## config.mk

```make
export PLATFORM = sky130hd
export DESIGN_NAME = dma_buffer_list_manager
export DESIGN_NICKNAME = d
export VERILOG_FILES = /design/src/design/dbl_pkg.sv /design/src/design/dbl_ram.sv /design/src/design/dbl_datapath.sv /design/src/design/dbl_ctrl.sv /design/src/design/dma_buffer_list_manager.sv
export SDC_FILE = /design/constraint.sdc
export NUM_CORES = 2
export LEC_CHECK = 0
export CORE_MARGIN = 2
export CORE_UTILIZATION = 60
export CTS_CLUSTER_DIAMETER = 50
export DETAILED_ROUTE_END_ITERATION = 8
export DONT_BUFFER_PORTS = 1
export GPL_TIMING_DRIVEN = 0
export PLACE_DENSITY = 0.83
export SLEW_MARGIN = 20
export SYNTH_ARGS = -nofsm -noshare
export SYNTH_HDL_FRONTEND = slang
export SYNTH_SLANG_ARGS = --single-unit
```

## constraint.sdc

```tcl
create_clock -name clk -period 9.4 [get_ports clk]
set_input_delay 0.94 -clock clk [delete_from_list [all_inputs] [get_ports clk]]
set_output_delay 0.94 -clock clk [all_outputs]
set_load 0.02 [all_outputs]
```

## src/design/dbl_pkg.sv

```systemverilog
// Types and constants of the DMA buffer-list manager.
// No dependencies; used by the controller, the datapath and the top level.
`timescale 1ns / 1ps
`default_nettype none
package dbl_pkg;

  localparam int NBUF        = 64;
  localparam int NBUF_W      = 6;
  localparam int LINK_W      = 7;
  localparam int CNT_W       = 7;
  localparam int COUNT_WIDTH = 32;

  localparam logic [LINK_W-1:0] NIL   = 7'h7F;
  localparam logic [LINK_W-1:0] DUMMY = 7'd64;

  typedef logic [1:0] list_id_t;
  localparam list_id_t LST_FREE  = 2'd0;
  localparam list_id_t LST_READY = 2'd1;
  localparam list_id_t LST_HOT   = 2'd2;
  localparam list_id_t LST_GRAB  = 2'd3;

  typedef logic [2:0] tag_t;
  localparam tag_t TAG_NONE  = 3'd0;
  localparam tag_t TAG_FREE  = 3'd1;
  localparam tag_t TAG_READY = 3'd2;
  localparam tag_t TAG_HOT   = 3'd3;
  localparam tag_t TAG_GRAB  = 3'd4;
  localparam tag_t TAG_LOCK  = 3'd5;

  typedef logic [2:0] mode_t;
  localparam mode_t MODE_REGISTER = 3'd0;
  localparam mode_t MODE_REMOVE   = 3'd1;
  localparam mode_t MODE_FRAME    = 3'd2;
  localparam mode_t MODE_QUEUE    = 3'd3;
  localparam mode_t MODE_NEXT_BLK = 3'd4;
  localparam mode_t MODE_LAST_BLK = 3'd5;
  localparam mode_t MODE_UNBLOCK  = 3'd6;
  localparam mode_t MODE_START    = 3'd7;

  typedef logic [1:0] kind_t;
  localparam kind_t KIND_STATUS  = 2'd0;
  localparam kind_t KIND_QUEUED  = 2'd1;
  localparam kind_t KIND_DONE    = 2'd2;
  localparam kind_t KIND_BLOCKED = 2'd3;

  typedef logic [1:0] stat_code_t;
  localparam stat_code_t ST_OK      = 2'd0;
  localparam stat_code_t ST_INVALID = 2'd1;
  localparam stat_code_t ST_BUSY    = 2'd2;
  localparam stat_code_t ST_NONE    = 2'd3;

  localparam logic [1:0] ACQ_HANDSHAKE = 2'd1;
  localparam logic [1:0] ACQ_SELECTIVE = 2'd2;

  localparam logic [1:0] CFG_ACQ_MODE    = 2'd0;
  localparam logic [1:0] CFG_FIFO_DEPTH  = 2'd1;
  localparam logic [1:0] CFG_NUM_BUFFERS = 2'd2;

  typedef enum logic [4:0] {
    OP_NOP, OP_CLR, OP_LATCH, OP_HEAD, OP_LINKRD, OP_UNLINK, OP_APPEND,
    OP_UNTAG, OP_LOCK, OP_UNLOCK, OP_CALC, OP_WALKDEC, OP_SETDUMMY,
    OP_START, OP_FD_INACT, OP_LOST, OP_FD_DONE
  } dp_op_t;

  typedef enum logic [1:0] {ISEL_ZERO, ISEL_IN, ISEL_NODE} isel_t;

  typedef struct packed {
    dp_op_t     op;
    list_id_t   list;
    logic       emit;
    kind_t      kind;
    isel_t      isel;
    stat_code_t st;
    logic       ts_en;
    logic       last;
  } dp_cmd_t;

  typedef struct packed {
    tag_t       tag;
    logic       idx_ok;
    logic       active;
    logic       hot_empty;
    logic       grab_empty;
    logic       grab_one;
    logic       node_dummy;
    logic       walk_zero;
    logic       walk_dummy;
    logic       walk_did;
    logic       ub_walk;
    logic       clr_done;
    logic [1:0] acq_mode;
  } dp_stat_t;

  typedef enum logic [4:0] {
    S_CLEAR, S_IDLE, S_DECODE, S_RM_UNL, S_RM_TAG, S_FD_UNL, S_FD_MOV,
    S_FD_DONE, S_LB_CHK, S_LB_UNL, S_LB_APP, S_BL_UNL, S_BL_LOCK, S_UB_UNL,
    S_UB_APP, S_UB_CHK, S_ST_CALC, S_WALK, S_W_UNL, S_W_APP, S_W_EMIT,
    S_FIN_OK, S_FIN_NONE, S_FIN_FD, S_FIN_BL
  } state_t;

endpackage
`default_nettype wire

```

## src/design/dbl_ram.sv

```systemverilog
// Generic single-write, single-read RAM with registered read data.
// No dependencies.
`timescale 1ns / 1ps
`default_nettype none
module dbl_ram #(
  parameter int WIDTH = 8,
  parameter int DEPTH = 64
) (
  input  wire logic                     clk,
  input  wire logic                     we,
  input  wire logic [$clog2(DEPTH)-1:0] waddr,
  input  wire logic [WIDTH-1:0]         wdata,
  input  wire logic                     re,
  input  wire logic [$clog2(DEPTH)-1:0] raddr,
  output logic      [WIDTH-1:0]         rdata
);
  logic [WIDTH-1:0] mem_r [DEPTH];

  always_ff @(posedge clk) begin
    if (we) begin
      mem_r[waddr] <= wdata;
    end
    if (re) begin
      rdata <= mem_r[raddr];
    end
  end
endmodule
`default_nettype wire

```

## src/design/dbl_datapath.sv

```systemverilog
// Datapath of the buffer-list manager: link and tag memories, list heads,
// tails and counts, frame counters, configuration and result registers.
// Depends on dbl_pkg and dbl_ram.
`timescale 1ns / 1ps
`default_nettype none
module dbl_datapath (
  input  wire logic                             clk,
  input  wire logic                             rst_n,
  input  wire logic [dbl_pkg::NBUF_W-1:0]       in_buffer_index,
  input  wire logic [dbl_pkg::COUNT_WIDTH-1:0]  in_transfer_count,
  input  wire logic [31:0]                      in_timestamp,
  input  wire logic                             cfg_we,
  input  wire logic [1:0]                       cfg_index,
  input  wire logic [6:0]                       cfg_data,
  input  wire dbl_pkg::dp_cmd_t                 cmd,
  output dbl_pkg::dp_stat_t                     stat,
  output logic                                  out_valid,
  output logic [1:0]                            out_result_kind,
  output logic [6:0]                            out_index,
  output logic [1:0]                            out_status,
  output logic [31:0]                           out_timestamp,
  output logic [6:0]                            out_ready_now,
  output logic [6:0]                            out_hot_now,
  output logic [31:0]                           out_lost_now,
  output logic                                  out_last
);
  import dbl_pkg::*;

  localparam int PAD = COUNT_WIDTH - CNT_W;

  logic [NBUF_W-1:0]      idx_r, idx_nxt;
  logic [COUNT_WIDTH-1:0] tc_r, tc_nxt;
  logic [31:0]            ts_r, ts_nxt;
  logic [LINK_W-1:0]      node_r, node_nxt;
  logic [LINK_W-1:0]      head_r [4];
  logic [LINK_W-1:0]      head_nxt [4];
  logic [LINK_W-1:0]      tail_r [4];
  logic [LINK_W-1:0]      tail_nxt [4];
  logic [CNT_W-1:0]       cnt_r [4];
  logic [CNT_W-1:0]       cnt_nxt [4];
  logic [CNT_W-1:0]       lock_r, lock_nxt;
  logic [COUNT_WIDTH-1:0] lost_r, lost_nxt;
  logic [COUNT_WIDTH-1:0] fl_r, fl_nxt;
  logic                   active_r, active_nxt;
  logic [CNT_W-1:0]       walk_n_r, walk_n_nxt;
  logic                   walk_dum_r, walk_dum_nxt;
  logic                   walk_did_r, walk_did_nxt;
  logic [CNT_W-1:0]       pred_rdy_r, pred_rdy_nxt;
  logic [CNT_W-1:0]       pred_hot_r, pred_hot_nxt;
  logic [NBUF_W-1:0]      clr_r, clr_nxt;
  logic [1:0]             acq_r, acq_nxt;
  logic [5:0]             depth_r, depth_nxt;
  logic [6:0]             num_r, num_nxt;

  // Memory ports.
  logic              nx_we, pv_we, nx_re;
  logic [LINK_W-1:0] nx_wa, nx_wd, pv_wa, pv_wd, lk_ra, nx_rd, pv_rd;
  logic              tg_we, tg_re;
  logic [NBUF_W-1:0] tg_wa;
  tag_t              tg_wd, tg_rd;

  // Unlink, append and walk arithmetic.
  logic [LINK_W-1:0]      p_v, q_v, t_v;
  logic [CNT_W-1:0]       hot, rdy, room, n1, n_v, calc_n;
  logic [COUNT_WIDTH-1:0] hot_ext, rdy_ext, diff, fl_dec;
  logic                   fl_le, hs_empty, calc_dummy;

  dbl_ram #(.WIDTH(LINK_W), .DEPTH(NBUF + 1)) u_next (
    .clk(clk), .we(nx_we), .waddr(nx_wa), .wdata(nx_wd),
    .re(nx_re), .raddr(lk_ra), .rdata(nx_rd));

  dbl_ram #(.WIDTH(LINK_W), .DEPTH(NBUF + 1)) u_prev (
    .clk(clk), .we(pv_we), .waddr(pv_wa), .wdata(pv_wd),
    .re(nx_re), .raddr(lk_ra), .rdata(pv_rd));

  dbl_ram #(.WIDTH(3), .DEPTH(NBUF)) u_tag (
    .clk(clk), .we(tg_we), .waddr(tg_wa), .wdata(tg_wd),
    .re(tg_re), .raddr(in_buffer_index), .rdata(tg_rd));

  always_comb begin
    hot      = cnt_r[LST_HOT];
    rdy      = cnt_r[LST_READY];
    hot_ext  = {{PAD{1'b0}}, hot};
    rdy_ext  = {{PAD{1'b0}}, rdy};
    diff     = fl_r - hot_ext;
    fl_le    = fl_r <= hot_ext;
    room     = ({1'b0, depth_r} > hot) ? ({1'b0, depth_r} - hot) : '0;
    n1       = (diff < rdy_ext) ? diff[CNT_W-1:0] : rdy;
    n_v      = (room < n1) ? room : n1;
    hs_empty = (acq_r == ACQ_HANDSHAKE) && (rdy == '0);
    calc_dummy = !fl_le && hs_empty && (hot == '0) && active_r;
    calc_n   = (fl_le || hs_empty) ? '0 : n_v;
    fl_dec   = fl_r - 1'b1;
    p_v = (node_r == head_r[cmd.list]) ? NIL : pv_rd;
    q_v = (node_r == tail_r[cmd.list]) ? NIL : nx_rd;
    t_v = tail_r[cmd.list];
  end

  always_comb begin
    idx_nxt = idx_r;  tc_nxt = tc_r;  ts_nxt = ts_r;  node_nxt = node_r;
    head_nxt = head_r;  tail_nxt = tail_r;  cnt_nxt = cnt_r;
    lock_nxt = lock_r;  lost_nxt = lost_r;  fl_nxt = fl_r;  active_nxt = active_r;
    walk_n_nxt = walk_n_r;  walk_dum_nxt = walk_dum_r;  walk_did_nxt = walk_did_r;
    pred_rdy_nxt = pred_rdy_r;  pred_hot_nxt = pred_hot_r;  clr_nxt = clr_r;
    acq_nxt = acq_r;  depth_nxt = depth_r;  num_nxt = num_r;
    nx_we = 1'b0;  nx_wa = '0;  nx_wd = '0;
    pv_we = 1'b0;  pv_wa = '0;  pv_wd = '0;
    nx_re = 1'b0;  lk_ra = node_r;
    tg_we = 1'b0;  tg_wa = node_r[NBUF_W-1:0];  tg_wd = TAG_NONE;  tg_re = 1'b0;

    if (cfg_we) begin
      case (cfg_index)
        CFG_ACQ_MODE:    acq_nxt   = cfg_data[1:0];
        CFG_FIFO_DEPTH:  depth_nxt = cfg_data[5:0];
        CFG_NUM_BUFFERS: num_nxt   = cfg_data;
        default: ;
      endcase
    end

    case (cmd.op)
      OP_CLR: begin
        tg_we   = 1'b1;
        tg_wa   = clr_r;
        clr_nxt = clr_r + 1'b1;
      end
      OP_LATCH: begin
        idx_nxt  = in_buffer_index;
        node_nxt = {1'b0, in_buffer_index};
        tc_nxt   = in_transfer_count;
        ts_nxt   = in_timestamp;
        tg_re    = 1'b1;
      end
      OP_HEAD: begin
        node_nxt = head_r[cmd.list];
        lk_ra    = head_r[cmd.list];
        nx_re    = 1'b1;
      end
      OP_LINKRD: nx_re = 1'b1;
      OP_UNLINK: begin
        if (p_v != NIL) begin
          nx_we = 1'b1;  nx_wa = p_v;  nx_wd = q_v;
        end else begin
          head_nxt[cmd.list] = q_v;
        end
        if (q_v != NIL) begin
          pv_we = 1'b1;  pv_wa = q_v;  pv_wd = p_v;
        end else begin
          tail_nxt[cmd.list] = p_v;
        end
        cnt_nxt[cmd.list] = cnt_r[cmd.list] - 1'b1;
      end
      OP_APPEND: begin
        pv_we = 1'b1;  pv_wa = node_r;  pv_wd = t_v;
        if (t_v != NIL) begin
          nx_we = 1'b1;  nx_wa = t_v;  nx_wd = node_r;
        end else begin
          head_nxt[cmd.list] = node_r;
        end
        tail_nxt[cmd.list] = node_r;
        cnt_nxt[cmd.list]  = cnt_r[cmd.list] + 1'b1;
        tg_we = (node_r != DUMMY);
        tg_wd = {1'b0, cmd.list} + 3'd1;
      end
      OP_UNTAG: tg_we = 1'b1;
      OP_LOCK: begin
        lock_nxt = lock_r + 1'b1;
        tg_we    = 1'b1;
        tg_wd    = TAG_LOCK;
      end
      OP_UNLOCK: lock_nxt = lock_r - 1'b1;
      OP_CALC: begin
        walk_n_nxt   = calc_n;
        walk_dum_nxt = calc_dummy;
        walk_did_nxt = (calc_n != '0) || calc_dummy;
        pred_rdy_nxt = rdy - calc_n;
        pred_hot_nxt = hot + calc_n + {{(CNT_W-1){1'b0}}, calc_dummy};
      end
      OP_WALKDEC: begin
        if (walk_dum_r) begin
          walk_dum_nxt = 1'b0;
        end else begin
          walk_n_nxt = walk_n_r - 1'b1;
        end
      end
      OP_SETDUMMY: node_nxt = DUMMY;
      OP_START: begin
        fl_nxt     = tc_r;
        active_nxt = tc_r != '0;
      end
      OP_FD_INACT: begin
        lost_nxt = lost_r + 1'b1;
        fl_nxt   = '0;
      end
      OP_LOST: lost_nxt = lost_r + 1'b1;
      OP_FD_DONE: begin
        if (node_r == DUMMY) begin
          lost_nxt = lost_r + 1'b1;
        end
        fl_nxt = fl_dec;
        if (fl_dec == '0) begin
          active_nxt = 1'b0;
        end
      end
      default: ;
    endcase
  end

  always_comb begin
    stat.tag        = tg_rd;
    stat.idx_ok     = {1'b0, idx_r} < num_r;
    stat.active     = active_r;
    stat.hot_empty  = cnt_r[LST_HOT] == '0;
    stat.grab_empty = cnt_r[LST_GRAB] == '0;
    stat.grab_one   = head_r[LST_GRAB] == tail_r[LST_GRAB];
    stat.node_dummy = node_r == DUMMY;
    stat.walk_zero  = walk_n_r == '0;
    stat.walk_dummy = walk_dum_r;
    stat.walk_did   = walk_did_r;
    stat.ub_walk    = (cnt_r[LST_HOT] <= CNT_W'(1)) && (cnt_r[LST_READY] != '0);
    stat.clr_done   = clr_r == NBUF_W'(NBUF - 1);
    stat.acq_mode   = acq_r;
  end

  always_ff @(posedge clk) begin
    if (!rst_n) begin
      for (int i = 0; i < 4; i++) begin
        head_r[i] <= NIL;
        tail_r[i] <= NIL;
        cnt_r[i]  <= '0;
      end
      lock_r     <= '0;
      lost_r     <= '0;
      fl_r       <= '0;
      active_r   <= 1'b0;
      walk_n_r   <= '0;
      walk_dum_r <= 1'b0;
      walk_did_r <= 1'b0;
      clr_r      <= '0;
      acq_r      <= 2'd0;
      depth_r    <= 6'd16;
      num_r      <= 7'd64;
      out_valid  <= 1'b0;
    end else begin
      head_r     <= head_nxt;
      tail_r     <= tail_nxt;
      cnt_r      <= cnt_nxt;
      lock_r     <= lock_nxt;
      lost_r     <= lost_nxt;
      fl_r       <= fl_nxt;
      active_r   <= active_nxt;
      walk_n_r   <= walk_n_nxt;
      walk_dum_r <= walk_dum_nxt;
      walk_did_r <= walk_did_nxt;
      clr_r      <= clr_nxt;
      acq_r      <= acq_nxt;
      depth_r    <= depth_nxt;
      num_r      <= num_nxt;
      out_valid  <= cmd.emit;
    end
  end

  always_ff @(posedge clk) begin
    idx_r      <= idx_nxt;
    tc_r       <= tc_nxt;
    ts_r       <= ts_nxt;
    node_r     <= node_nxt;
    pred_rdy_r <= pred_rdy_nxt;
    pred_hot_r <= pred_hot_nxt;
    if (cmd.emit) begin
      out_result_kind <= cmd.kind;
      case (cmd.isel)
        ISEL_IN:   out_index <= {1'b0, idx_r};
        ISEL_NODE: out_index <= node_r;
        default:   out_index <= '0;
      endcase
      out_status    <= cmd.st;
      out_timestamp <= cmd.ts_en ? ts_r : '0;
      out_ready_now <= (cmd.kind == KIND_QUEUED) ? pred_rdy_r : cnt_r[LST_READY];
      out_hot_now   <= (cmd.kind == KIND_QUEUED) ? pred_hot_r : cnt_r[LST_HOT];
      out_lost_now  <= lost_r;
      out_last      <= cmd.last;
    end
  end
endmodule
`default_nettype wire

```

## src/design/dbl_ctrl.sv

```systemverilog
// Controller of the buffer-list manager: one state machine that sequences
// datapath operations for each event. Depends on dbl_pkg.
`timescale 1ns / 1ps
`default_nettype none
module dbl_ctrl (
  input  wire logic              clk,
  input  wire logic              rst_n,
  input  wire logic              start,
  input  wire logic [2:0]        in_mode,
  input  wire dbl_pkg::dp_stat_t stat,
  output dbl_pkg::dp_cmd_t       cmd,
  output logic                   busy
);
  import dbl_pkg::*;

  state_t st_r, st_nxt;
  mode_t  mode_r, mode_nxt;

  function automatic dp_cmd_t mk(dp_op_t op, list_id_t lst);
    dp_cmd_t c;
    c = '0;
    c.op = op;
    c.list = lst;
    return c;
  endfunction

  function automatic dp_cmd_t em(kind_t k, isel_t s, stat_code_t code, logic ts,
                                 logic lst);
    dp_cmd_t c;
    c = '0;
    c.op = OP_NOP;
    c.emit = 1'b1;
    c.kind = k;
    c.isel = s;
    c.st = code;
    c.ts_en = ts;
    c.last = lst;
    return c;
  endfunction

  function automatic list_id_t dest(logic [1:0] acq);
    list_id_t d;
    d = LST_READY;
    if (acq == ACQ_HANDSHAKE) begin
      d = LST_GRAB;
    end else if (acq == ACQ_SELECTIVE) begin
      d = LST_FREE;
    end
    return d;
  endfunction

  always_comb begin
    st_nxt   = st_r;
    mode_nxt = mode_r;
    cmd      = mk(OP_NOP, LST_FREE);
    busy     = st_r != S_IDLE;
    case (st_r)
      S_CLEAR: begin
        cmd = mk(OP_CLR, LST_FREE);
        if (stat.clr_done) begin
          st_nxt = S_IDLE;
        end
      end
      S_IDLE: begin
        if (start) begin
          cmd      = mk(OP_LATCH, LST_FREE);
          mode_nxt = in_mode;
          st_nxt   = S_DECODE;
        end
      end
      S_DECODE: begin
        st_nxt = S_IDLE;
        case (mode_r)
          MODE_REGISTER: begin
            if (!stat.idx_ok) begin
              cmd = em(KIND_STATUS, ISEL_IN, ST_INVALID, 1'b0, 1'b1);
            end else if (stat.tag != TAG_NONE) begin
              cmd = em(KIND_STATUS, ISEL_IN, ST_BUSY, 1'b0, 1'b1);
            end else begin
              cmd    = mk(OP_APPEND, LST_FREE);
              st_nxt = S_FIN_OK;
            end
          end
          MODE_REMOVE: begin
            if (!stat.idx_ok || stat.tag == TAG_NONE || stat.tag > TAG_LOCK) begin
              cmd = em(KIND_STATUS, ISEL_IN, ST_INVALID, 1'b0, 1'b1);
            end else if (stat.active && stat.tag == TAG_HOT) begin
              cmd = em(KIND_STATUS, ISEL_IN, ST_BUSY, 1'b0, 1'b1);
            end else if (stat.tag == TAG_LOCK) begin
              cmd    = mk(OP_UNLOCK, LST_FREE);
              st_nxt = S_RM_TAG;
            end else begin
              cmd    = mk(OP_LINKRD, LST_FREE);
              st_nxt = S_RM_UNL;
            end
          end
          MODE_FRAME: begin
            if (!stat.active) begin
              cmd    = mk(OP_FD_INACT, LST_FREE);
              st_nxt = S_FIN_NONE;
            end else if (stat.hot_empty) begin
              cmd    = mk(OP_LOST, LST_FREE);
              st_nxt = S_FIN_NONE;
            end else begin
              cmd    = mk(OP_HEAD, LST_HOT);
              st_nxt = S_FD_UNL;
            end
          end
          MODE_QUEUE: begin
            cmd    = mk(OP_CALC, LST_FREE);
            st_nxt = S_WALK;
          end
          MODE_NEXT_BLK, MODE_LAST_BLK: begin
            if (stat.grab_empty) begin
              cmd = em(KIND_STATUS, ISEL_ZERO, ST_NONE, 1'b0, 1'b1);
            end else if (mode_r == MODE_LAST_BLK) begin
              st_nxt = S_LB_CHK;
            end else begin
              cmd    = mk(OP_HEAD, LST_GRAB);
              st_nxt = S_BL_UNL;
            end
          end
          MODE_UNBLOCK: begin
            if (!stat.idx_ok || stat.tag == TAG_NONE || stat.tag > TAG_LOCK) begin
              cmd = em(KIND_STATUS, ISEL_IN, ST_INVALID, 1'b0, 1'b1);
            end else if (stat.tag == TAG_GRAB) begin
              cmd    = mk(OP_LINKRD, LST_FREE);
              st_nxt = S_UB_UNL;
            end else if (stat.tag == TAG_LOCK) begin
              cmd    = mk(OP_UNLOCK, LST_FREE);
              st_nxt = S_UB_APP;
            end else begin
              cmd = em(KIND_STATUS, ISEL_IN, ST_OK, 1'b0, 1'b1);
            end
          end
          default: begin
            cmd    = mk(OP_START, LST_FREE);
            st_nxt = S_ST_CALC;
          end
        endcase
      end
      S_RM_UNL: begin
        cmd    = mk(OP_UNLINK, list_id_t'(stat.tag - 3'd1));
        st_nxt = S_RM_TAG;
      end
      S_RM_TAG: begin
        cmd    = mk(OP_UNTAG, LST_FREE);
        st_nxt = S_FIN_OK;
      end
      S_FD_UNL: begin
        cmd    = mk(OP_UNLINK, LST_HOT);
        st_nxt = S_FD_MOV;
      end
      S_FD_MOV: begin
        if (stat.node_dummy) begin
          cmd    = mk(OP_FD_DONE, LST_FREE);
          st_nxt = S_FIN_FD;
        end else begin
          cmd    = mk(OP_APPEND, dest(stat.acq_mode));
          st_nxt = S_FD_DONE;
        end
      end
      S_FD_DONE: begin
        cmd    = mk(OP_FD_DONE, LST_FREE);
        st_nxt = S_FIN_FD;
      end
      S_LB_CHK: begin
        cmd    = mk(OP_HEAD, LST_GRAB);
        st_nxt = stat.grab_one ? S_BL_UNL : S_LB_UNL;
      end
      S_LB_UNL: begin
        cmd    = mk(OP_UNLINK, LST_GRAB);
        st_nxt = S_LB_APP;
      end
      S_LB_APP: begin
        cmd    = mk(OP_APPEND, LST_READY);
        st_nxt = S_LB_CHK;
      end
      S_BL_UNL: begin
        cmd    = mk(OP_UNLINK, LST_GRAB);
        st_nxt = S_BL_LOCK;
      end
      S_BL_LOCK: begin
        cmd    = mk(OP_LOCK, LST_FREE);
        st_nxt = S_FIN_BL;
      end
      S_UB_UNL: begin
        cmd    = mk(OP_UNLINK, LST_GRAB);
        st_nxt = S_UB_APP;
      end
      S_UB_APP: begin
        cmd    = mk(OP_APPEND, LST_READY);
        st_nxt = S_UB_CHK;
      end
      S_UB_CHK: begin
        if (stat.ub_walk) begin
          cmd    = mk(OP_CALC, LST_FREE);
          st_nxt = S_WALK;
        end else begin
          cmd    = em(KIND_STATUS, ISEL_IN, ST_OK, 1'b0, 1'b1);
          st_nxt = S_IDLE;
        end
      end
      S_ST_CALC: begin
        cmd    = mk(OP_CALC, LST_FREE);
        st_nxt = S_WALK;
      end
      S_WALK: begin
        if (stat.walk_dummy) begin
          cmd    = mk(OP_SETDUMMY, LST_FREE);
          st_nxt = S_W_APP;
        end else if (!stat.walk_zero) begin
          cmd    = mk(OP_HEAD, LST_READY);
          st_nxt = S_W_UNL;
        end else begin
          st_nxt = S_IDLE;
          case (mode_r)
            MODE_QUEUE: cmd = em(KIND_STATUS, ISEL_ZERO,
                                 stat.walk_did ? ST_OK : ST_NONE, 1'b0, 1'b1);
            MODE_UNBLOCK: cmd = em(KIND_STATUS, ISEL_IN, ST_OK, 1'b0, 1'b1);
            default: cmd = em(KIND_STATUS, ISEL_ZERO, ST_OK, 1'b0, 1'b1);
          endcase
        end
      end
      S_W_UNL: begin
        cmd    = mk(OP_UNLINK, LST_READY);
        st_nxt = S_W_APP;
      end
      S_W_APP: begin
        cmd    = mk(OP_APPEND, LST_HOT);
        st_nxt = S_W_EMIT;
      end
      S_W_EMIT: begin
        cmd    = em(KIND_QUEUED, ISEL_NODE, ST_OK, 1'b0, 1'b0);
        cmd.op = OP_WALKDEC;
        st_nxt = S_WALK;
      end
      S_FIN_OK: begin
        cmd    = em(KIND_STATUS, ISEL_IN, ST_OK, 1'b0, 1'b1);
        st_nxt = S_IDLE;
      end
      S_FIN_NONE: begin
        cmd    = em(KIND_STATUS, ISEL_ZERO, ST_NONE, 1'b0, 1'b1);
        st_nxt = S_IDLE;
      end
      S_FIN_FD: begin
        cmd    = em(KIND_DONE, ISEL_NODE, ST_OK, 1'b1, 1'b1);
        st_nxt = S_IDLE;
      end
      S_FIN_BL: begin
        cmd    = em(KIND_BLOCKED, ISEL_NODE, ST_OK, 1'b0, 1'b1);
        st_nxt = S_IDLE;
      end
      default: st_nxt = S_IDLE;
    endcase
  end

  always_ff @(posedge clk) begin
    if (!rst_n) begin
      st_r   <= S_CLEAR;
      mode_r <= MODE_REGISTER;
    end else begin
      st_r   <= st_nxt;
      mode_r <= mode_nxt;
    end
  end
endmodule
`default_nettype wire

```

## src/design/dma_buffer_list_manager.sv

```systemverilog
// Top level of the DMA buffer-list manager: controller plus datapath.
// Depends on dbl_pkg, dbl_ctrl, dbl_datapath and dbl_ram.
//
// Usage: an event request (in_mode, in_buffer_index, in_transfer_count,
// in_timestamp) is taken at a clock edge where start is high and busy is
// low. The block then works on that one request until its last result has
// been issued; busy stays high the whole time. Each result shows on the
// out_ ports for exactly one cycle with out_valid high, and out_last marks
// the closing result of the request. Queued-buffer results come first.
// The receiver cannot stall the block, so results are never held back.
// Configuration writes (cfg_valid, always ready) go to registers 0 to 2
// and are taken in any cycle. After reset the tag store is cleared, one
// slot a cycle, so busy stays high until all 64 slots are clear.
`timescale 1ns / 1ps
`default_nettype none
module dma_buffer_list_manager (
  input  wire logic        clk,
  input  wire logic        rst_n,
  input  wire logic        start,
  output logic             busy,
  input  wire logic [2:0]  in_mode,
  input  wire logic [5:0]  in_buffer_index,
  input  wire logic [31:0] in_transfer_count,
  input  wire logic [31:0] in_timestamp,
  input  wire logic        cfg_valid,
  output logic             cfg_ready,
  input  wire logic [1:0]  cfg_index,
  input  wire logic [6:0]  cfg_data,
  output logic             out_valid,
  output logic [1:0]       out_result_kind,
  output logic [6:0]       out_index,
  output logic [1:0]       out_status,
  output logic [31:0]      out_timestamp,
  output logic [6:0]       out_ready_now,
  output logic [6:0]       out_hot_now,
  output logic [31:0]      out_lost_now,
  output logic             out_last
);
  import dbl_pkg::*;

  dp_cmd_t  cmd;
  dp_stat_t stat;

  // Configuration registers accept a write in every cycle.
  assign cfg_ready = 1'b1;

  dbl_ctrl u_ctrl (
    .clk(clk), .rst_n(rst_n), .start(start), .in_mode(in_mode),
    .stat(stat), .cmd(cmd), .busy(busy));

  dbl_datapath u_dp (
    .clk(clk), .rst_n(rst_n), .in_buffer_index(in_buffer_index),
    .in_transfer_count(in_transfer_count), .in_timestamp(in_timestamp),
    .cfg_we(cfg_valid), .cfg_index(cfg_index), .cfg_data(cfg_data),
    .cmd(cmd), .stat(stat), .out_valid(out_valid),
    .out_result_kind(out_result_kind), .out_index(out_index),
    .out_status(out_status), .out_timestamp(out_timestamp),
    .out_ready_now(out_ready_now), .out_hot_now(out_hot_now),
    .out_lost_now(out_lost_now), .out_last(out_last));
endmodule
`default_nettype wire

```

# Word-level counts from Yosys, hierarchy flattened
# Memories as Yosys holds them, arrays and structs flattened. A register that Yosys moved wholly into a read port is not among the register bits.
# Cells that the tools add are included.
[word_totals]
n_memories = 3
ramBits = 1102
register_bits = 369
inputBits = 86
word_cells = 299
output_inout_bits = 93
[mem_list]
columns = ["name", "depth", "word_bits", "read_ports", "rd_ports_with_merged_regs", "write_ports", "line", "rtl"]
rows = [
  ["u_dp.u_next.mem_r", 65, 7, 1, 1, 1, "dbl_ram.sv:17", "logic [WIDTH-1:0] mem_r [DEPTH];"],
  ["u_dp.u_prev.mem_r", 65, 7, 1, 1, 1, "dbl_ram.sv:17", ""],
  ["u_dp.u_tag.mem_r", 64, 3, 1, 1, 1, "dbl_ram.sv:17", ""],
]
[op_classes]
add_sub_neg = 13
n_bitwise = 1
mux = 112
reduce_logical = 49
order_cmp = 9
n_eq_ne = 73
[op_table]
columns = ["op", "count"]
rows = [
  ["one-hot mux 16 bit (22 select lines)", 1],
  ["bitwise mux 28 bit", 6],
  ["one-hot mux 28 bit (2 select lines)", 3],
  ["2-to-1 mux 7 bit", 23],
  ["2-to-1 mux 16 bit", 10],
  ["one-hot mux 5 bit (20 select lines)", 1],
  ["one-hot mux 16 bit (6 select lines)", 1],
  ["one-hot mux 32 bit (3 select lines)", 1],
  ["2-to-1 mux 28 bit", 3],
  ["one-hot mux 7 bit (2 select lines)", 6],
  ["== test 5 x 4 -> 1 bit, second input constant", 15],
  ["2-to-1 mux 5 bit", 15],
  ["one-hot mux 32 bit (2 select lines)", 1],
  ["2-to-1 mux 15 bit", 4],
  ["== test 5 bit, second input constant", 10],
  ["binary-select mux 7 bit (select 2 bit)", 3],
  ["== test 5 x 3 -> 1 bit, second input constant", 8],
  ["adder 32 x 1 -> 32 bit, second input constant", 1],
  ["<= comparator 32 x 7 -> 1 bit", 1],
  ["zero test 32 bit", 1],
  ["less-than comparator 32 x 7 -> 1 bit", 1],
  ["2-to-1 mux 32 bit", 1],
  ["nonzero test 32 bit", 1],
  ["subtractor 32 x 1 -> 32 bit, second input constant", 1],
  ["59 further kinds", 139],
]

# Logic depth before layout (Yosys ltp)
[logic_depth]
ltp_word = 18
mapped_depth = 35
mapped_depth_nobuf = 35

# Modules after synthesis
# A second synthesis with hierarchy kept.
[unflattened]
hier_cells = 4198
hier_area_um2 = 64074.0
[modules_own_cells]
columns = ["module", "seq_area_each_um2", "cells_each", "area_per_inst_um2", "n_inst"]
rows = [
  ["dbl_datapath", 9038.7, 1899, 18582.8, 1],
  ["dbl_ram at u_dp.u_prev", 13873.3, 818, 18044.8, 1],
  ["dbl_ram at u_dp.u_next", 13873.3, 811, 18007.3, 1],
  ["dbl_ram at u_dp.u_tag", 5855.6, 423, 7893.8, 1],
  ["dbl_ctrl", 160.2, 245, 1534.0, 1],
  ["dma_buffer_list_manager", 0.0, 2, 11.3, 1],
]

# Worst setup path after synthesis
# No wires, ideal clock.
[synth_timing]
path_type = "register to register"
start = "register u_dp.walk_n_r[0]"
end = "memory u_dp.u_prev.mem_r[0][1] (netlist name), data pin"
n_path_buf = 1
setup_slack_ns = 2.712
t_arrival_ns = 5.979
setup_time_ns = 0.709
stages_incl_launch_ff = 14
required_time_ns = 8.691
path_cell_list = "dfxtp_1 inv_1 ha_1 or3b_4 nor4_4 o32ai_1 or4_4 a221oi_1 nor3_1 or4b_1 nor4_4 buf_2 nor2_1 o21ai_0"
[synth_between]
elab_chain_cells = 13
[synth_rtl]
columns = ["item", "line", "rtl"]
rows = [
  ["from (decl)", "dbl_datapath.sv:45", "logic [CNT_W-1:0] walk_n_r, walk_n_nxt;"],
  ["from (signal assigned)", "dbl_datapath.sv:251", "walk_n_r <= walk_n_nxt;"],
  ["zero test 7 bit (*)", "dbl_datapath.sv:216", "stat.walk_zero = walk_n_r == '0;"],
  ["2-to-1 mux 16 bit (*)", "dbl_ctrl.sv:212", "end else if (!stat.walk_zero) begin"],
  ["2-to-1 mux 16 bit (*)", "dbl_ctrl.sv:209", "if (stat.walk_dummy) begin"],
  ["one-hot mux 16 bit (22 select lines) (*)", "dbl_ctrl.sv:57", "case (st_r)"],
  ["NOT 2 -> 3 bit (implied by the code)", "dbl_datapath.sv:94, dbl_datapath.sv:95, dbl_datapath.sv:96", ""],
  ["binary-select mux 7 bit (select 2 bit)", "dbl_datapath.sv:95, dbl_datapath.sv:96", ""],
  ["2-to-1 mux 7 bit (implied by the code) (2 in a row)", "dbl_datapath.sv:95, dbl_datapath.sv:96", ""],
  ["== test 7 bit", "dbl_datapath.sv:95", "q_v = (node_r == tail_r[cmd.list]) ? NIL : nx_rd;"],
  ["2-to-1 mux 7 bit", "dbl_datapath.sv:95", ""],
  ["inequality test 7 bit", "dbl_datapath.sv:145", "if (q_v != NIL) begin"],
  ["2-to-1 mux 7 bit", "dbl_datapath.sv:145", ""],
  ["one-hot mux 7 bit (2 select lines) (*)", "dbl_datapath.sv:120", "case (cmd.op)"],
  ["net u_dp.pv_wd[1]", "dbl_datapath.sv:57", "logic [LINK_W-1:0] nx_wa, nx_wd, pv_wa, pv_wd, lk_ra, nx_rd, pv_rd;"],
  ["to (decl)", "dbl_ram.sv:17", ""],
]
# Mark *: on every way through the listed nets, which the timed path passes. The rest lies on a longest branch. The select of a mux whose other input is x is not followed.

# Worst setup path in the final report
[layout_timing]
start = "register u_dp.cnt_r, in the netlist u_dp.hot[1]"
end = "register u_dp.pred_hot_r[6], data pin"
[layout_between]
elab_chain_cells = 8
[layout_rtl]
columns = ["item", "line", "rtl"]
rows = [
  ["from (decl)", "dbl_datapath.sv:39", "logic [CNT_W-1:0] cnt_r [4];"],
  ["from (signal assigned)", "dbl_datapath.sv:246", "cnt_r <= cnt_nxt;"],
  ["subtractor 32 x 7 -> 32 bit", "dbl_datapath.sv:85", "diff = fl_r - hot_ext;"],
  ["less-than comparator 32 x 7 -> 1 bit", "dbl_datapath.sv:88", "n1 = (diff < rdy_ext) ? diff[CNT_W-1:0] : rdy;"],
  ["2-to-1 mux 7 bit", "dbl_datapath.sv:88", ""],
  ["less-than comparator 7 bit", "dbl_datapath.sv:89", "n_v = (room < n1) ? room : n1;"],
  ["2-to-1 mux 7 bit", "dbl_datapath.sv:89", ""],
  ["2-to-1 mux 7 bit", "dbl_datapath.sv:92", "calc_n = (fl_le || hs_empty) ? '0 : n_v;"],
  ["adder 7 bit", "dbl_datapath.sv:176", "pred_hot_nxt = hot + calc_n + {{(CNT_W-1){1'b0}}, calc_dummy};"],
  ["adder 7 x 1 -> 7 bit (*)", "dbl_datapath.sv:176", ""],
  ["to (signal assigned)", "dbl_datapath.sv:268", "pred_hot_r <= pred_hot_nxt;"],
  ["to (decl)", "dbl_datapath.sv:49", "logic [CNT_W-1:0] pred_hot_r, pred_hot_nxt;"],
]
# Mark *: on every way between the ends. The rest lies on a longest branch, timed or not.
# A chain may end at the register's enable or synchronous reset.

==> impl_metrics.json <==
{
  "initialDrtViolationCount": 7394,
  "wl_mm": 194.9,
  "crit_required_ps": 9910,
  "critPathMaxStageDelay_ps": 660,
  "rsz0062_at_grt": "false",
  "cts.path.max_buffers": 3,
  "yosys.area.top_type": "edfxtp_1",
  "ir_worst_vdd_uv": 239.5,
  "cts.sink_count": 1488,
  "cts.clk_slew.worst_paths_ps": 70,
  "area_growth_pct": 12.64,
  "first_global_vias": 44700,
  "tritoncts": "built",
  "skew_ps": 34.11,
  "cts_setup_buffers": 0,
  "core_um2": 106900,
  "die_h_um": 332.2,
  "syn_inst": 5089,
  "start_util": 0.6047,
  "dr.pass1.iters": 7,
  "crit_top_cell": "a21oi_1",
  "drive_above_1_share": 0.1016,
  "crit_path_end_kind": "flip-flop",
  "hold_class": "input port to flip-flop",
  "worst_slack_ps": 1278,
  "grt_pass1_wl_mm": 284.5,
  "yosysSeqAreaShare": 0.6621,
  "worstPathMaxFanout": 7,
  "period_needed_ps": 8122,
  "place_area_um2": 67680,
  "critPathArrivalTime_ps": 8640,
  "grt_usage": 0.3479,
  "place_ws_ps": 1458,
  "cts_made_buffers": 155,
  "synth_edf_count": 1300,
  "die_w_um": 332.2,
  "ant_nets": 0,
  "wl_per_cell_um": 28.58,
  "ios": 179,
  "crit_type": "flip-flop to flip-flop",
  "period_share": 0.8640,
  "ys_async_sr_fraction": 0,
  "yosysUniqueCellTypes": 107,
  "synth_flop_cell": "edfxtp_1",
  "tightest_slew_ps": 1347,
  "ys_seq_elements": 1488,
  "maxCapViolCount": 0,
  "die_area_um2": 110400,
  "relSlewSlack": 0.1017,
  "run_status": "finished clean",
  "yosysTopAreaCellShare": 0.6039,
  "h-tree-depth": 4,
  "grt_max_degree": 65,
  "routed_via_density": 6.781,
  "hpwl_mm": 134.9,
  "setup_violations": 0,
  "clock_latency_ps": 790,
  "post_cts_resized": 0,
  "netlist_area_um2": 64640,
  "crit_slowest_cell": "mux2i_1",
  "yosys_warnings": 0,
  "maxSlewViolCount": 0,
  "grt-ovfl-total": 0,
  "placementRows": 120,
  "place_congestion": 1.014,
  "p_leak_nw": 26.99,
  "cts_root_buf": "clkbuf_16",
  "num-nets-final": 5439,
  "worstSetupStartpointType": "flip-flop",
  "via_count": 46240,
  "avgSynthCellArea_um2": 12.70,
  "fill_cells": 7148,
  "ys_top_cells_by_area": "edfxtp_1, dfxtp_1, nand2_1",
  "max_freq_mhz": 123.1,
  "antenna_found_initial": 13,
  "power_density_nw_per_um2": 183.6,
  "cts_hold_buf": 0,
  "synth_nets": 5237,
  "hold_violations": 0,
  "port_buffers": 0,
  "finalInstanceArea_um2": 72810,
  "drc": 0
}
cell type report:
| type | instances | area (µm²) | area share |
|---|---|---|---|
| diodes | 5 | 12.51 | 0.0001718 |
| plain buffers | 295 | 1257 | 0.01727 |
| clock inverters | 92 | 948.4 | 0.01303 |
| multi-input cells | 3206 | 20540 | 0.2821 |
| repair buffers | 45 | 975.9 | 0.01340 |
| flip-flops and latches | 1488 | 42800 | 0.5878 |
| clock buffers | 185 | 4138 | 0.05683 |
| inverters | 100 | 382.9 | 0.005258 |
| well taps | 1403 | 1755 | 0.02411 |
cells in the final DEF (no fill, tap or decap), types with 70 or more instances in the layout:
cell and instances:
a21oi_1 107, nand3_1 309, buf_2 70, inv_1 95, mux2i_1 242, nor2_1 453, clkbuf_16 160, clkbuf_1 210
o21ai_0 139, dfxtp_1 188, mux4_2 76, nand2_1 755, edfxtp_1 1300
per-stage QoR:
step                power, mW    util  instances  hold slack, ps  setup TNS (ps)
detailed placement      7.360  0.6331       6537           423.5               0
finish                  13.37  0.6811       6819           245.1               0
global route            13.61  0.6811       6816           226.9               0
floorplan               7.322       -       5089           408.2               0
CTS                     13.37  0.6807       6814           220.6               0
global placement        7.355  0.6211       6492           414.7        -1630790
cells in the mapped netlist, types with 66 or more instances:
master	number
nor2_1	454
edfxtp_1	1300
mux4_2	76
dfxtp_1	188
inv_1	96
buf_2	66
nand3_1	309
nor3_1	72
a21oi_1	107
clkbuf_1	191
o21ai_0	150
nand2_1	755
mux2i_1	242
sequential cells by signal, indices dropped and copies added (netlist names), 14 cells and up:
name,flops
u_dp.out_lost_now,32
u_dp.u_prev.mem_r,455
u_dp.tc_r,32
u_dp.lost_r,32
u_dp.tail_r,28
u_dp.out_timestamp,32
u_dp.u_tag.mem_r,192
u_dp.ts_r,32
u_dp.fl_r,32
u_dp.head_r,28
u_dp.u_next.mem_r,455
u_dp.cnt_r,14
layer usage:
metal,GRT usage,vias to the layer above,share of wire,routed length [µm]
li1,-,19490,-,-
met1,0.4496,22330,0.35,68970
met2,0.5430,3605,0.46,89290
met3,0.09096,809,0.13,24680
met4,0.1846,10,0.061,11850
met5,0.002171,-,0.00040,77
where the power goes:
part	internal [mW]	switching, mW	total, mW
Combinational	0.0495	0.0814	0.131
Sequential	7.09	0.00506	7.09
Clock	3.49	2.66	6.15
worst paths after layout:
| path | from | endpoint | slack, ps | cells after the start |
|---|---|---|---|---|
| max reg2reg | u_dp.hot[1] | u_dp.pred_hot_r[6] | 1280 | 31 |
| min reg2reg | u_dp.lost_r[17] | u_dp.out_lost_now[17] | 430 | 0 |
| max | u_dp.hot[1] | u_dp.pred_hot_r[6] | 1280 | 31 |
| min | in_timestamp[13] | u_dp.ts_r[13] | 250 | 0 |
critical path: cells and delay by family, from the launching register on:
family | cells | cell delay [ps]
AOI/OAI and AO/OA | 15 | 2850
adders and majority gates | 4 | 1470
and+or+nand+nor | 5 | 1140
muxes | 2 | 1050
DFF | 1 | 530
buffers and inverters | 2 | 450
xor gates and xnor gates | 3 | 360
logic make-up (layout without fill, tap and decap cells):
logic type,count (synthesis),in the layout,share of synthesized area
adder cells (fa/ha/maj),62,62,0.01258
XOR/XNOR,97,97,0.01314
AND/OR/NAND/NOR,1949,1949,0.1385
buffers and inverters,395,717,0.02530
other,1,6,0.00005801
AO/OA/AOI/OAI,745,745,0.07839
multiplexers,352,352,0.06991
flip-flops,1488,1488,0.6621
Power figures use the tool's default switching activity.
